==> config.mk <==
export PLATFORM = sky130hd
export DESIGN_NAME = sus_cell
export DESIGN_NICKNAME = d
export VERILOG_FILES = /design/src/hdl/sus_pkg.sv /design/src/hdl/sus_cell.sv
export SDC_FILE = /design/constraint.sdc
export NUM_CORES = 1
export LEC_CHECK = 0
export BUFFER_PORTS_ARGS = -buffer_cell sky130_fd_sc_hd__buf_2
export CORE_MARGIN = 1.5
export CORE_UTILIZATION = 46
export DETAILED_ROUTE_END_ITERATION = 7
export GPL_TIMING_DRIVEN = 0
export PLACE_DENSITY = 0.92
export SYNTH_ARGS = -nofsm -noshare
export SYNTH_HDL_FRONTEND = slang
export SYNTH_SLANG_ARGS = --single-unit
==> constraint.sdc <==
create_clock -name clk -period 2.6 [get_ports clk]
set_input_delay 0.26 -clock clk [delete_from_list [all_inputs] [get_ports clk]]
set_output_delay 0.26 -clock clk [all_outputs]
set_load 0.005 [all_outputs]
==> src/hdl/sus_pkg.sv <==
package sus_pkg;

  typedef enum logic [1:0] {
    OP_INSERT = 2'd0,
    OP_REMOVE = 2'd1,
    OP_LOOKUP = 2'd2
  } op_t;

  typedef enum logic [1:0] {
    STATUS_OK      = 2'd0,
    STATUS_DUP     = 2'd1,
    STATUS_MISSING = 2'd2,
    STATUS_FULL    = 2'd3
  } status_t;

  // Per-cycle command broadcast to every cell of the row.
  typedef struct packed {
    logic cmp;  // latch compare flags against the broadcast key
    logic ins;  // open a gap at the insert point and drop the key in
    logic rem;  // close the gap at the matching entry
  } cell_ctrl_t;

endpackage

==> src/hdl/sus_cell.sv <==
module sus_cell #(
  parameter int KEY_WIDTH = 32
) (
  input  logic                  clk,
  input  sus_pkg::cell_ctrl_t   ctrl,
  input  logic [KEY_WIDTH-1:0]  key,
  input  logic                  occupied,
  input  logic [KEY_WIDTH-1:0]  left_entry,
  input  logic                  left_lt,
  input  logic [KEY_WIDTH-1:0]  right_entry,
  output logic [KEY_WIDTH-1:0]  entry,
  output logic                  lt,
  output logic                  eq
);
  import sus_pkg::*;

  always_ff @(posedge clk) begin
    if (ctrl.cmp) begin
      lt <= occupied && (entry < key);
      eq <= occupied && (entry == key);
    end
  end

  // Cells below the insert/remove point keep their entry; the rest shift.
  always_ff @(posedge clk) begin
    if (ctrl.ins && !lt) begin
      entry <= left_lt ? key : left_entry;
    end else if (ctrl.rem && !lt) begin
      entry <= right_entry;
    end
  end

endmodule
After elaboration in Yosys (flattened, before gate mapping) --
Index checks and enable logic that the tools add are counted.
Storage, ports and cells: flip-flop bits (word level) 34, bits of input ports 102, output and inout bits 34, logic and storage cells 14
Operators by class: $lt $le $gt $ge 1, equal/unequal tests 1, mux-type cells 3, reduce and logical (&&, ||, !) cells 6
Operator list (count):
- two-way mux 32 bit | 3
- equality test 32 bit | 1
- less-than comparator 32 bit | 1
- logical AND 1 bit | 4
- nonzero test 2 bit | 1
- zero test 1 bit | 1

Longest topological paths before layout --
depth after elaboration 4, gate-level depth with buffers 7, gate-level depth less buffers 7

Worst setup path before layout --
OpenSTA, ideal clock, no wires.
path kind register to register, from register lt, to register entry[0], enable pin, library setup time 0.422 ns, arrival 1.793 ns, setup slack 0.385 ns, cell stages (with the launch flop) 2, clock period less this slack 2.215 ns, cells stage by stage edfxtp_1 -> nor2_1
Between the ends: cells in the longest elaborated chain, start to end 3, elaborated cells on any way between the ends 4, classes of those cells reduce/logical: 4
RTL lines:
- start, declared | line sus_cell.sv:12 | output logic lt,
- start signal, assigned | line sus_cell.sv:19 | lt <= occupied && (entry < key);
- zero test 1 bit * | line sus_cell.sv:26, sus_cell.sv:28
- logical AND 1 bit, on equally long branches | line sus_cell.sv:26, sus_cell.sv:28
- nonzero test 2 bit (no source line) *
- end signal, assigned | line sus_cell.sv:27 | entry <= left_lt ? key : left_entry;
- end signal, assigned | line sus_cell.sv:29 | entry <= right_entry;
- end, declared | line sus_cell.sv:11 | output logic [KEY_WIDTH-1:0] entry,
Mark *: on every way between the ends. The rest lies on a longest branch, timed or not. A chain may end at the register's enable or synchronous reset.

Worst setup path in the final report --
from register entry[15], to register lt (data pin)
Between the ends: cells in the longest elaborated chain, start to end 2
RTL lines (line):
- less-than comparator 32 bit | sus_cell.sv:19
- logical AND 1 bit | sus_cell.sv:19
No other way between the ends.

==> results by group <==
Cells and area
  • Finished Cell Area: about 3400 um^2
  • Area of the multi-input gates: 1350 um^2
  • Ratio of cells with drive above 1 in the final layout: 39.5%
  • Register Area: just over 1000 um^2
  • Layout area overhead: 32.9%
  • # nets final: 532
  • N_diodes: 0
  • # fillers: 460

GRT
  • Antenna violations before repair: 0
  • GR Util All Layers: 23.6%
  • Total grt overflow: 0
  • Largest net degree at the start of global routing: 33
  • First-pass GRT wire length: 11.1 mm
  • Vias in the first global route: ~2500

Yosys
  • Synth Cell Area: between 2000 and 3000 um^2
  • Syn_nets: approximately 400
  • Ys flop type: edfxtp_1
  • Post-synthesis sequential area ratio: 40.1%
  • Async SR Flop Fraction: 0%
  • Synthesized netlist cell count: 257
  • Unique masters post-synth: 29
  • Post-synth top area share: 40.1%
  • Number of flops mapped to enable cells by yosys: 34
  • Synth top area cells: edfxtp_1 40%, ha_1 16%, mux2i_1 13%, o21ai_1 5.9%, nand2_1 5.6%
  • Yosys warns: 0
  • Count leader, synth: nand2_1
  • Leading cell types by count after synthesis: 38 x nand2_1, 34 x edfxtp_1, 32 x ha_1, 32 x inv_1, 32 x mux2i_1
  • Leading area contributor after synthesis: edfxtp_1
  • Synth Register Bits: 34
  • Synthesized area per cell: 9.90 um^2

Floorplanning
  • Total core area: about 5200 um^2
  • Core Rows: 26
  • Die Y: a little under 80 um
  • # IOs: 136
  • Die width: approximately 77 um
  • Die area: 5990 um^2
  • Starting Density: 48.9%

Clocking
  • Maximum root-to-sink buffer count: 2
  • CTS clk-pin slew, worst paths: 70 ps
  • PostCTS Resize Cnt: 0
  • H-tree Lvls: 2
  • Clk sinks: 34
  • CTS tree: built
  • Hold buffer count at CTS: 0
  • Number of buffers created by CTS: 5
  • Worst-skew pair later-pin latency: 280 ps
  • CTS root buf: clkbuf_8
  • Post-CTS setup buffers: 0

Worst setup path
  • CP endpoint: lt
  • CP Launch Point: entry[15]
  • R2r worst-path depth: 6
  • R2r endpoint: lt
  • Reg2reg setup slack: 740 ps
  • WS Path Type: reg2reg
  • CP startpoint kind: flop
  • Crit path capture type: flop
  • Worst-path maximum fanout: 3
  • CP arrival: 1890 ps
  • CP Data Required Time: ~2600 ps
  • R2R Path Start: entry[15]

Place
  • Post-DP HPWL: 5.50 mm
  • Post-DP Area: approximately 3300 um^2
  • GPL Wtd Cong: between 0.8 and 0.9
  • Buffers added on ports: 134

Power and ir drop
  • Max VDD drop: 0.242 mV
  • Total power: between 1.5 and 2 mW
  • Pleak: 1.81 nW
  • Power per cell area: 448 nW/um^2

Hold path
  • Worst min path class: in2reg
  • Worst Hold Launch: ctrl[2]

Route
  • DRC Markers: 0
  • Avg WL per Cell: 14.4 um
  • Post-Route WL: 6.70 mm
  • Via density: 5.04
  • Final ANT Viol Nets: 0
  • Via count: 2356
  • Iter 0 DRT Violations: 85
  • TritonRoute pass-1 iters: 4

Outcome
  • Status: complete, no violations

STA
  • Period minus WS final: 1860 ps
  • Final Cycle Share: 71.7%
  • Slew margin rel.: 37.6%
  • Slew Viols, Final: 0
  • FMAX: 537 MHz
  • Final hold vios: 0
  • Worst-margin pin slew: 934 ps
  • RSZ-0062 raised after global routing: no
  • Clock Skew: 5.01 ps
  • Final setup fails: 0

Run
  • Max capacitance violation total: 0
## metal layers
metal	vias to the layer above	GRT usage, %	share of wire [%]
met5	-	0	0
li1	1204	-	-
met2	75	44.0	53
met1	1070	26.7	41
met3	7	4.82	5.3
met4	0	7.82	1.2
## layout by cell type (no fill, tap or decap)
cell type,Yosys,final
o211ai_1,1,1
clkbuf_2,2,2
nand4b_1,1,1
a211oi_2,1,1
inv_1,32,32
o21ai_1,30,30
clkinv_1,0,1
nand4_2,2,2
mux2i_1,32,32
a21o_1,3,3
nor2_4,0,1
a211oi_1,1,1
buf_2,6,140
edfxtp_1,34,34
nor2b_1,1,1
o221a_1,1,1
nand2b_1,1,1
nor2_1,5,4
nand2_1,38,38
a21oi_1,11,11
clkbuf_8,0,5
o21a_1,2,2
ha_1,32,32
buf_4,3,3
o211a_1,1,1
nor2b_4,1,1
nor4_2,2,2
nor4_1,2,2
nand3_1,1,1
nand4_1,5,5
a2bb2oi_1,1,1
o21ai_0,5,5
## flip-flops by register name, summed over array words and instances (netlist names)
register  flops
lt            1
eq            1
entry        32
## worst max-delay path, stage by stage, from the launching register on
cell and delay [ps]:
edfxtp_1 410, ha_1 350, nand4_2 130, nor4_2 350
o21ai_1 120, o211ai_1 150, a211oi_2 100
## where the power goes
part           switching, mW  total [mW]  leakage [nW]  internal (mW)
sequential            0.0287       0.705         0.334          0.677
combinational          0.234       0.450          1.44          0.215
clock                  0.187       0.361        0.0375          0.175
total                  0.450        1.52          1.81           1.07
## through the flow
| stage | setup TNS (ps) | util [%] | hold slack (ps) | worst slack, ps | std cells |
|---|---|---|---|---|---|
| final | 0 | 65.0 | 194 | 737 | 467 |
| after detailed placement | 0 | 63.6 | 482 | 715 | 461 |
| after floorplan | 0 | - | 372 | 385 | 257 |
| after global placement | -7850 | 63.5 | 477 | -247 | 461 |
| after CTS | 0 | 65.0 | 186 | 705 | 467 |
| after global routing | 0 | 65.0 | 192 | 616 | 467 |
## area by class of cell
cell class	count	share of cell area, %
buffer	11	1.85
clock buffer	5	2.03
clock inverter	1	0.111
inverter	32	3.55
multi-input combinational	180	39.9
sequential	34	30.2
tap	70	2.59
timing repair buffer	134	19.8
## worst min-delay path by stage
stage / slack (ps) / end / cells after the start
after floorplan: 370 / eq / 0
after global placement: 480 / eq / 1
after detailed placement: 480 / eq / 1
after CTS: 190 / lt / 1
after global routing: 190 / eq / 1
final: 190 / lt / 1
## cell families (layout without fill, tap and decap cells)
logic type      Yosys count  count (layout)  share of synthesized area, %
flops                    34              34                          40.1
fa+ha+maj                32              32                          15.7
compound gates           57              57                          12.8
mux                      32              32                          12.6
simple gates             59              59                          11.6
buf+inv                  43             183                          7.18
No activity file was read; power rests on OpenSTA's default activity.
